<file path="src/hdl/box_ovr_pkg.sv">
// shared widths, register indexes and structs of the box overlap ratio test
// no dependencies
package box_ovr_pkg;

  localparam int COORD_BITS     = 16;
  localparam int SIZE_BITS      = COORD_BITS - 1;
  localparam int EDGE_BITS      = COORD_BITS + 2;
  localparam int FRAC_BITS      = 16;
  localparam int SCORE_BITS     = FRAC_BITS + 1;
  localparam int AREA_BITS      = 2 * SIZE_BITS;
  localparam int UNION_BITS     = AREA_BITS + 1;
  localparam int PROD_BITS      = UNION_BITS + SCORE_BITS;
  localparam int DIV_STAGES     = FRAC_BITS + 1;
  localparam int CFG_INDEX_BITS = 3;
  localparam int CFG_DATA_BITS  = (SCORE_BITS > COORD_BITS) ? SCORE_BITS : COORD_BITS;

  // register indexes
  localparam logic [CFG_INDEX_BITS-1:0] REG_REF_X      = CFG_INDEX_BITS'(0);
  localparam logic [CFG_INDEX_BITS-1:0] REG_REF_Y      = CFG_INDEX_BITS'(1);
  localparam logic [CFG_INDEX_BITS-1:0] REG_REF_WIDTH  = CFG_INDEX_BITS'(2);
  localparam logic [CFG_INDEX_BITS-1:0] REG_REF_HEIGHT = CFG_INDEX_BITS'(3);
  localparam logic [CFG_INDEX_BITS-1:0] REG_THRESHOLD  = CFG_INDEX_BITS'(4);
  localparam logic [CFG_INDEX_BITS-1:0] REG_UNION_MODE = CFG_INDEX_BITS'(5);
  localparam logic [CFG_INDEX_BITS-1:0] REG_BY_REF     = CFG_INDEX_BITS'(6);

  // 1.0 in score format, threshold reset is 0.5
  localparam logic [SCORE_BITS-1:0] SCORE_ONE    = SCORE_BITS'(1) << FRAC_BITS;
  localparam logic [SCORE_BITS-1:0] THRESH_RESET = SCORE_BITS'(1) << (FRAC_BITS - 1);

  // configuration seen by the datapath
  typedef struct packed {
    logic [COORD_BITS-1:0] ref_x;
    logic [COORD_BITS-1:0] ref_y;
    logic [SIZE_BITS-1:0]  ref_width;
    logic [SIZE_BITS-1:0]  ref_height;
    logic [SCORE_BITS-1:0] overlap_threshold;
    logic                  union_mode;
    logic                  by_reference;
  } cfg_t;

  // geometry result handed to the divider
  typedef struct packed {
    logic                  hit;
    logic [AREA_BITS-1:0]  num;
    logic [UNION_BITS-1:0] den;
  } geom_t;

endpackage

</file>
<file path="src/hdl/box_ovr_geom.sv">
// geometry front end: edges, overlap, areas, divisor select and threshold test
// depends on box_ovr_pkg
module box_ovr_geom
  import box_ovr_pkg::*;
(
  input  logic                  clk,
  input  logic                  rst,
  input  cfg_t                  cfg,
  input  logic                  in_valid,
  output logic                  in_ready,
  input  logic [COORD_BITS-1:0] box_x,
  input  logic [COORD_BITS-1:0] box_y,
  input  logic [SIZE_BITS-1:0]  box_width,
  input  logic [SIZE_BITS-1:0]  box_height,
  output logic                  out_valid,
  input  logic                  out_ready,
  output geom_t                 out_data
);

  // valid bits and per-stage load enables, stage 6 is the output register
  logic v1, v2, v3, v4, v5, v6;
  logic r1, r2, r3, r4, r5, r6;

  assign r6 = !v6 || out_ready;
  assign r5 = !v5 || r6;
  assign r4 = !v4 || r5;
  assign r3 = !v3 || r4;
  assign r2 = !v2 || r3;
  assign r1 = !v1 || r2;
  assign in_ready  = r1;
  assign out_valid = v6;

  always_ff @(posedge clk) begin
    if (rst) begin
      v1 <= 1'b0;
      v2 <= 1'b0;
      v3 <= 1'b0;
      v4 <= 1'b0;
      v5 <= 1'b0;
      v6 <= 1'b0;
    end else begin
      if (r1) v1 <= in_valid;
      if (r2) v2 <= v1;
      if (r3) v3 <= v2;
      if (r4) v4 <= v3;
      if (r5) v5 <= v4;
      if (r6) v6 <= v5;
    end
  end

  // stage 1: left, right, top and bottom of the intersection
  logic signed [EDGE_BITS-1:0] bx_l, bx_r, rx_l, rx_r;
  logic signed [EDGE_BITS-1:0] by_t, by_b, ry_t, ry_b;
  logic signed [EDGE_BITS-1:0] s1_left, s1_right, s1_top, s1_bottom;
  logic [SIZE_BITS-1:0]        s1_bw, s1_bh;

  assign bx_l = EDGE_BITS'($signed(box_x));
  assign rx_l = EDGE_BITS'($signed(cfg.ref_x));
  assign by_t = EDGE_BITS'($signed(box_y));
  assign ry_t = EDGE_BITS'($signed(cfg.ref_y));
  assign bx_r = bx_l + $signed(EDGE_BITS'(box_width)) - EDGE_BITS'(1);
  assign rx_r = rx_l + $signed(EDGE_BITS'(cfg.ref_width)) - EDGE_BITS'(1);
  assign by_b = by_t + $signed(EDGE_BITS'(box_height)) - EDGE_BITS'(1);
  assign ry_b = ry_t + $signed(EDGE_BITS'(cfg.ref_height)) - EDGE_BITS'(1);

  always_ff @(posedge clk) begin
    if (r1) begin
      s1_left   <= (bx_l > rx_l) ? bx_l : rx_l;
      s1_right  <= (bx_r < rx_r) ? bx_r : rx_r;
      s1_top    <= (by_t > ry_t) ? by_t : ry_t;
      s1_bottom <= (by_b < ry_b) ? by_b : ry_b;
      s1_bw     <= box_width;
      s1_bh     <= box_height;
    end
  end

  // stage 2: overlap extent and the overlap flag
  logic signed [EDGE_BITS-1:0] dx, dy, dx_p1, dy_p1;
  logic [SIZE_BITS-1:0]        s2_wx, s2_wy, s2_bw, s2_bh;
  logic                        s2_ovl;

  assign dx    = s1_right - s1_left;
  assign dy    = s1_bottom - s1_top;
  assign dx_p1 = dx + EDGE_BITS'(1);
  assign dy_p1 = dy + EDGE_BITS'(1);

  always_ff @(posedge clk) begin
    if (r2) begin
      s2_wx  <= dx_p1[SIZE_BITS-1:0];
      s2_wy  <= dy_p1[SIZE_BITS-1:0];
      s2_ovl <= !dx[EDGE_BITS-1] && !dy[EDGE_BITS-1];
      s2_bw  <= s1_bw;
      s2_bh  <= s1_bh;
    end
  end

  // stage 3: intersection, candidate and reference areas
  logic [AREA_BITS-1:0] s3_inter, s3_cand, s3_refa;
  logic                 s3_ovl;

  always_ff @(posedge clk) begin
    if (r3) begin
      s3_inter <= AREA_BITS'(s2_wx) * AREA_BITS'(s2_wy);
      s3_cand  <= AREA_BITS'(s2_bw) * AREA_BITS'(s2_bh);
      s3_refa  <= AREA_BITS'(cfg.ref_width) * AREA_BITS'(cfg.ref_height);
      s3_ovl   <= s2_ovl;
    end
  end

  // stage 4: union area, divisor and area for the threshold test
  logic [UNION_BITS-1:0] uni;
  logic [UNION_BITS-1:0] s4_den, s4_harea;
  logic [AREA_BITS-1:0]  s4_num;
  logic                  s4_ovl;

  assign uni = UNION_BITS'(s3_refa) + UNION_BITS'(s3_cand) - UNION_BITS'(s3_inter);

  always_ff @(posedge clk) begin
    if (r4) begin
      s4_num <= s3_inter;
      s4_ovl <= s3_ovl;
      if (cfg.union_mode) begin
        s4_den   <= uni;
        s4_harea <= uni;
      end else begin
        s4_den   <= cfg.by_reference ? UNION_BITS'(s3_refa) : UNION_BITS'(s3_cand);
        s4_harea <= UNION_BITS'(s3_cand);
      end
    end
  end

  // stage 5: area times threshold
  logic [PROD_BITS-1:0]  s5_prod;
  logic [AREA_BITS-1:0]  s5_num;
  logic [UNION_BITS-1:0] s5_den;
  logic                  s5_ovl;

  always_ff @(posedge clk) begin
    if (r5) begin
      s5_prod <= PROD_BITS'(s4_harea) * PROD_BITS'(cfg.overlap_threshold);
      s5_num  <= s4_num;
      s5_den  <= s4_den;
      s5_ovl  <= s4_ovl;
    end
  end

  // stage 6: exact threshold compare, no overlap becomes 0 over 1
  logic [PROD_BITS-1:0] lhs;

  assign lhs = PROD_BITS'({s5_num, {FRAC_BITS{1'b0}}});

  always_ff @(posedge clk) begin
    if (r6) begin
      out_data.hit <= s5_ovl && (lhs >= s5_prod);
      out_data.num <= s5_ovl ? s5_num : '0;
      out_data.den <= s5_ovl ? s5_den : UNION_BITS'(1);
    end
  end

endmodule

</file>
<file path="config.mk">
export PLATFORM = sky130hd
export DESIGN_NAME = box_ovr_geom
export DESIGN_NICKNAME = d
export VERILOG_FILES = /design/src/hdl/box_ovr_pkg.sv /design/src/hdl/box_ovr_geom.sv
export SDC_FILE = /design/constraint.sdc
export NUM_CORES = 2
export LEC_CHECK = 0
export ABC_AREA = 1
export ABC_CLOCK_PERIOD_IN_PS = 20900
export BUFFER_PORTS_ARGS = -buffer_cell sky130_fd_sc_hd__buf_2
export CAP_MARGIN = 20
export CORE_MARGIN = 2
export CORE_UTILIZATION = 47
export DETAILED_ROUTE_END_ITERATION = 8
export PLACE_DENSITY_LB_ADDON = 0.08
export SYNTH_ARGS = -nofsm -noshare
export SYNTH_HDL_FRONTEND = slang
export SYNTH_SLANG_ARGS = --single-unit
</file>
<file path="constraint.sdc">
create_clock -name clk -period 20.9 [get_ports clk]
set_clock_uncertainty 0.1 [all_clocks]
set_input_delay 4.18 -clock clk [delete_from_list [all_inputs] [get_ports clk]]
set_output_delay 4.18 -clock clk [all_outputs]
set_load 0.02 [all_outputs]
</file>
* Yosys cells after proc, flatten, opt, wreduce, memory -nomap -nowiden
Cells that the tools add are included.
** Storage, ports and cells
- Bits in registers :: 525
- Bits of input ports :: 147
- Output and inout bits :: 64
- Logic and storage cells :: 79
** Cells by class
- Add/sub/neg operators :: 14
- Multipliers :: 4
- Order comparisons :: 5
- Muxes and demuxes :: 7
- Reductions and logical operators :: 16
** Operator list (number)
- $mul A15 B15 Y30 :: 3
- $mux W18 :: 4
- $sub A17 B2 Y18 const B :: 4
- $add A16 B16 Y17 :: 4
- $mux W30 :: 2
- $ge A46 B48 Y1 :: 1
- $mul A31 B17 Y48 :: 1
- $lt A18 B18 Y1 :: 2
- $sub A18 B18 Y18 :: 2
- $gt A16 B16 Y1 :: 2
- $add A30 B30 Y31 :: 1
- $mux W31 :: 1
- $sub A31 B30 Y31 :: 1
- $add A15 B2 Y15 const B :: 2
- $logic_not A1 Y1 :: 8
- $logic_or A1 B1 Y1 :: 6
- $logic_and A1 B1 Y1 :: 2

* Logic depth before layout (Yosys ltp)
- Depth in word-level cells :: 7
- Depth in mapped cells :: 27
- Depth with buffers taken out :: 25

* Least setup slack after synthesis
Ideal clock, no wire load.
- Path kind :: input port to output port
- Start point :: in out_ready
- End point :: out in_ready
- Data arrival time :: 14193 ps
- Required time :: 16620 ps
- Setup slack :: 2427 ps
- Stages on the path :: 10
- Cells stage by stage :: nor2_1 inv_1 nor2_1 inv_1 nor2_1 inv_1 nor2_1 inv_1 nor2_1 nand2_1
** Between the ends
- Cells in the longest elaborated chain, start to end :: 6
** Ends and longest elaborated chain
- from (decl) :: line box_ovr_geom.sv:16 : input logic out_ready,
- $logic_or A1 B1 Y1 :: line box_ovr_geom.sv:24 : assign r6 = !v6 || out_ready;
- named net r6 :: line box_ovr_geom.sv:22 : logic r1, r2, r3, r4, r5, r6;
- $logic_or A1 B1 Y1 :: line box_ovr_geom.sv:25 : assign r5 = !v5 || r6;
- named net r5 :: line box_ovr_geom.sv:22
- $logic_or A1 B1 Y1 :: line box_ovr_geom.sv:26 : assign r4 = !v4 || r5;
- named net r4 :: line box_ovr_geom.sv:22
- $logic_or A1 B1 Y1 :: line box_ovr_geom.sv:27 : assign r3 = !v3 || r4;
- named net r3 :: line box_ovr_geom.sv:22
- $logic_or A1 B1 Y1 :: line box_ovr_geom.sv:28 : assign r2 = !v2 || r3;
- $logic_or A1 B1 Y1 :: line box_ovr_geom.sv:29 : assign r1 = !v1 || r2;
- to (decl) :: line box_ovr_geom.sv:10 : output logic in_ready,
The timed path passes the listed nets, and every way through them passes these cells.

* Worst setup path in the final report
Same ends and word-level chain as after synthesis.

==> flow_metrics.py <==
metrics = {
    "die": {
        "rows": 141,
        "start_util_pct": 47.34,
        "die_height_um": 389.7,
        "io_pins": 211,
        "fp.dieW_um": 389.7,
        "coreArea_mm2": 0.1477,
        "die-area_mm2": 0.1518,
    },
    "logic_synthesis": {
        "synth_seq_area_share_pct": 22.25,
        "avgSynthCellArea_um2": 8.273,
        "synthesis.nets": 10260,
        "yosysTopAreaCell": "fa_1",
        "yosysWarnings": 0,
        "synth_cell_types": 42,
        "syn_area_mm2": 0.06991,
        "netlist.area_leader.share_pct": 27.80,
        "ys_ff_latch": 520,
        "synth_cells": 8450,
        "synthTopCellsByArea": "fa_1 28%, edfxtp_1 22%, ha_1 12%, inv_1 12%, nand2_1 12%",
    },
    "routing": {
        "first_iter_violations": 3367,
        "first_pass_iters": 6,
        "wl_per_cell_um": 18.89,
        "routed_wirelength_um": 197400,
        "via_count": 52930,
        "routed_via_density": 5.064,
        "drcViolationCount": 0,
        "ant_nets": 0,
    },
    "final_layout": {
        "mostFrequentLayoutCells": "2,265 x inv_1, 2,151 x nand2_1, 971 x fa_1, 687 x ha_1, 514 x edfxtp_1",
        "final_common_cell": "inv_1",
        "drive_gt1_share_pct": 4.425,
        "syn2layout_area_growth_pct": 6.567,
        "num-nets-final": 10280,
    },
    "hold_path": {
        "hold_depth": 0,
        "hp-class": "reg2reg",
        "hold_start": "s4_num[3]",
    },
    "critical_path": {
        "crit_fanout": 64,
        "path_class": "in2out",
        "worstPathArrival_ns": 7.98,
        "crit_top_cell": "nor2_1",
        "endpoint_kind": "output pin",
        "regToRegStartpoint": "s4_harea[18]",
        "crit_start": "out_ready",
        "max_stage_delay_ns": 0.56,
        "critPathLaunchType": "primary input",
        "reg2reg_depth": 20,
        "cp_data_required_time_ns": 16.62,
        "cp_cell_sequence": "buf_2 -> nor2_1 -> inv_2 -> buf_4 -> nor2_1 -> inv_4 -> nor2_1 -> clkinv_2 -> nor2_1 -> clkinv_2 -> nor2_1 -> nand2_4 -> buf_2",
        "crit_slowest_cell": "clkinv_2",
    },
    "placed_design": {
        "port-buffer-count": 210,
        "gp_congestion": 0.9410,
        "hpwl_um": 163700,
    },
    "timing": {
        "maxSlewViolCount": 0,
        "finalSetupTns_ns": 0,
        "min_period_over_period_pct": 58.64,
        "rsz0062_at_grt": "no",
        "max_clock_freq_mhz": 81.60,
        "period_minus_slack_ns": 12.26,
        "setup_violations": 0,
        "tightest_slew_ns": 1.145,
        "final_hold_viol_count": 0,
        "slew_headroom_pct": 23.66,
    },
    "outcome": {
        "outcome": "finished clean",
    },
    "clock_tree": {
        "worstSkewPairLatency_ns": 0.65,
        "cts_buffer_depth": 3,
        "cts_setup_buffers": 0,
        "clkTransAtPathRegs_ns": 0.06,
        "cts_tree": "yes",
        "cts_root_buffer": "clkbuf_16",
        "cts_resized": 0,
        "cts.htree.levels": 2,
        "cts_num_sinks": 520,
        "cts_buffers": 55,
        "hold_buffers": 0,
    },
    "global_route": {
        "grt_usage_pct": 26.60,
        "grt.overflow.total": 0,
        "grt_first_pass_wirelength_um": 312700,
        "grt_max_degree": 71,
        "antenna_found_initial": 4,
        "grt_pass1_vias": 54800,
    },
    "run": {
        "drv_cap": 0,
    },
}
-- flip-flops by register name, indices dropped and copies added, names as in the netlist, 15 cells and up --
| signal | cells |
|---|---|
| out_data | 62 |
| s1_bh | 15 |
| s1_bottom | 18 |
| s1_bw | 15 |
| s1_left | 16 |
| s1_right | 18 |
| s1_top | 16 |
| s2_bh | 15 |
| s2_bw | 15 |
| s2_wx | 15 |
| s2_wy | 15 |
| s3_cand | 30 |
| s3_inter | 30 |
| s3_refa | 30 |
| s4_den | 30 |
| s4_harea | 31 |
| s4_num | 30 |
| s5_den | 31 |
| s5_num | 30 |
| s5_prod | 48 |
-- cell type report --
type | instances | area, um^2
Clock buffer | 68 | 1455
Fill cell | 14290 | 73160
Clock inverter | 33 | 432.9
Inverter | 2277 | 8552
Timing Repair Buffer | 236 | 1286
Tap cell | 1930 | 2415
Multi-Input combinational cell | 5386 | 44800
Sequential cell | 520 | 15550
Antenna cell | 2 | 5.005
-- worst max-delay path: cells and delay by family --
family        cells  cell delay, ns
simple gates      6            1.75
buf+inv           7            1.96
-- logic make-up after synthesis --
logic type	share of synthesized area, %
AOI/OAI and AO/OA	5.536
xor gates and xnor gates	2.305
adders and majority gates	40.10
buffers and inverters	13.68
DFF	22.25
and+or+nand+nor	16.13
-- cell usage after synthesis (all sizes together) --
master	number
a31oi	14
a21o	20
or2	5
nor3	53
fa	971
o21a	10
nand4	68
nand2	2173
nand3b	7
o31ai	2
and2	4
ha	687
xnor2	70
a211oi	1
buf	14
dfxtp	6
o21bai	30
clkinv	1
edfxtp	514
o21ai	273
xor2	114
o211ai	4
a21boi	19
nor2	299
nand3	196
clkbuf	253
inv	2276
nor4	13
a21oi	353
-- stage by stage --
stage / instances / setup WS (ns) / util [%] / cell area (um^2) / hold slack (ns)
2_1_floorplan: 8450 / 2.427 / - / 69910 / 0.3003
3_3_place_gp: 10350 / 8.572 / 49.13 / 72550 / 0.3005
3_5_place_dp: 10350 / 8.554 / 49.13 / 72550 / 0.3045
4_1_cts: 10450 / 8.556 / 50.41 / 74440 / 0.3044
5_1_grt: 10450 / 8.159 / 50.45 / 74500 / 0.3134
6_report: 10450 / 8.645 / 50.45 / 74500 / 0.3120
-- routing by layer --
metal | track usage [%] | up-vias | wire (um) | part of all wire [%]
li1 | - | 25400 | - | -
met1 | 36.54 | 26010 | 88830 | 45
met2 | 45.64 | 1319 | 94710 | 48
met3 | 2.763 | 201 | 9373 | 4.7
met4 | 5.511 | 2 | 4473 | 2.3
met5 | 0 | - | 11 | 0.0056
-- path summary, 6_finish.rpt --
path	end	slack, ns
worst max register to register	s5_prod[44]	14.10
worst min register to register	s5_num[3]	0.31
worst min-delay path	s5_num[3]	0.31
worst max-delay path	in_ready	8.64
Power is left out: the tool's default activity adds up to more than one toggle a clock period on the data nets, which glitch-free logic cannot reach.
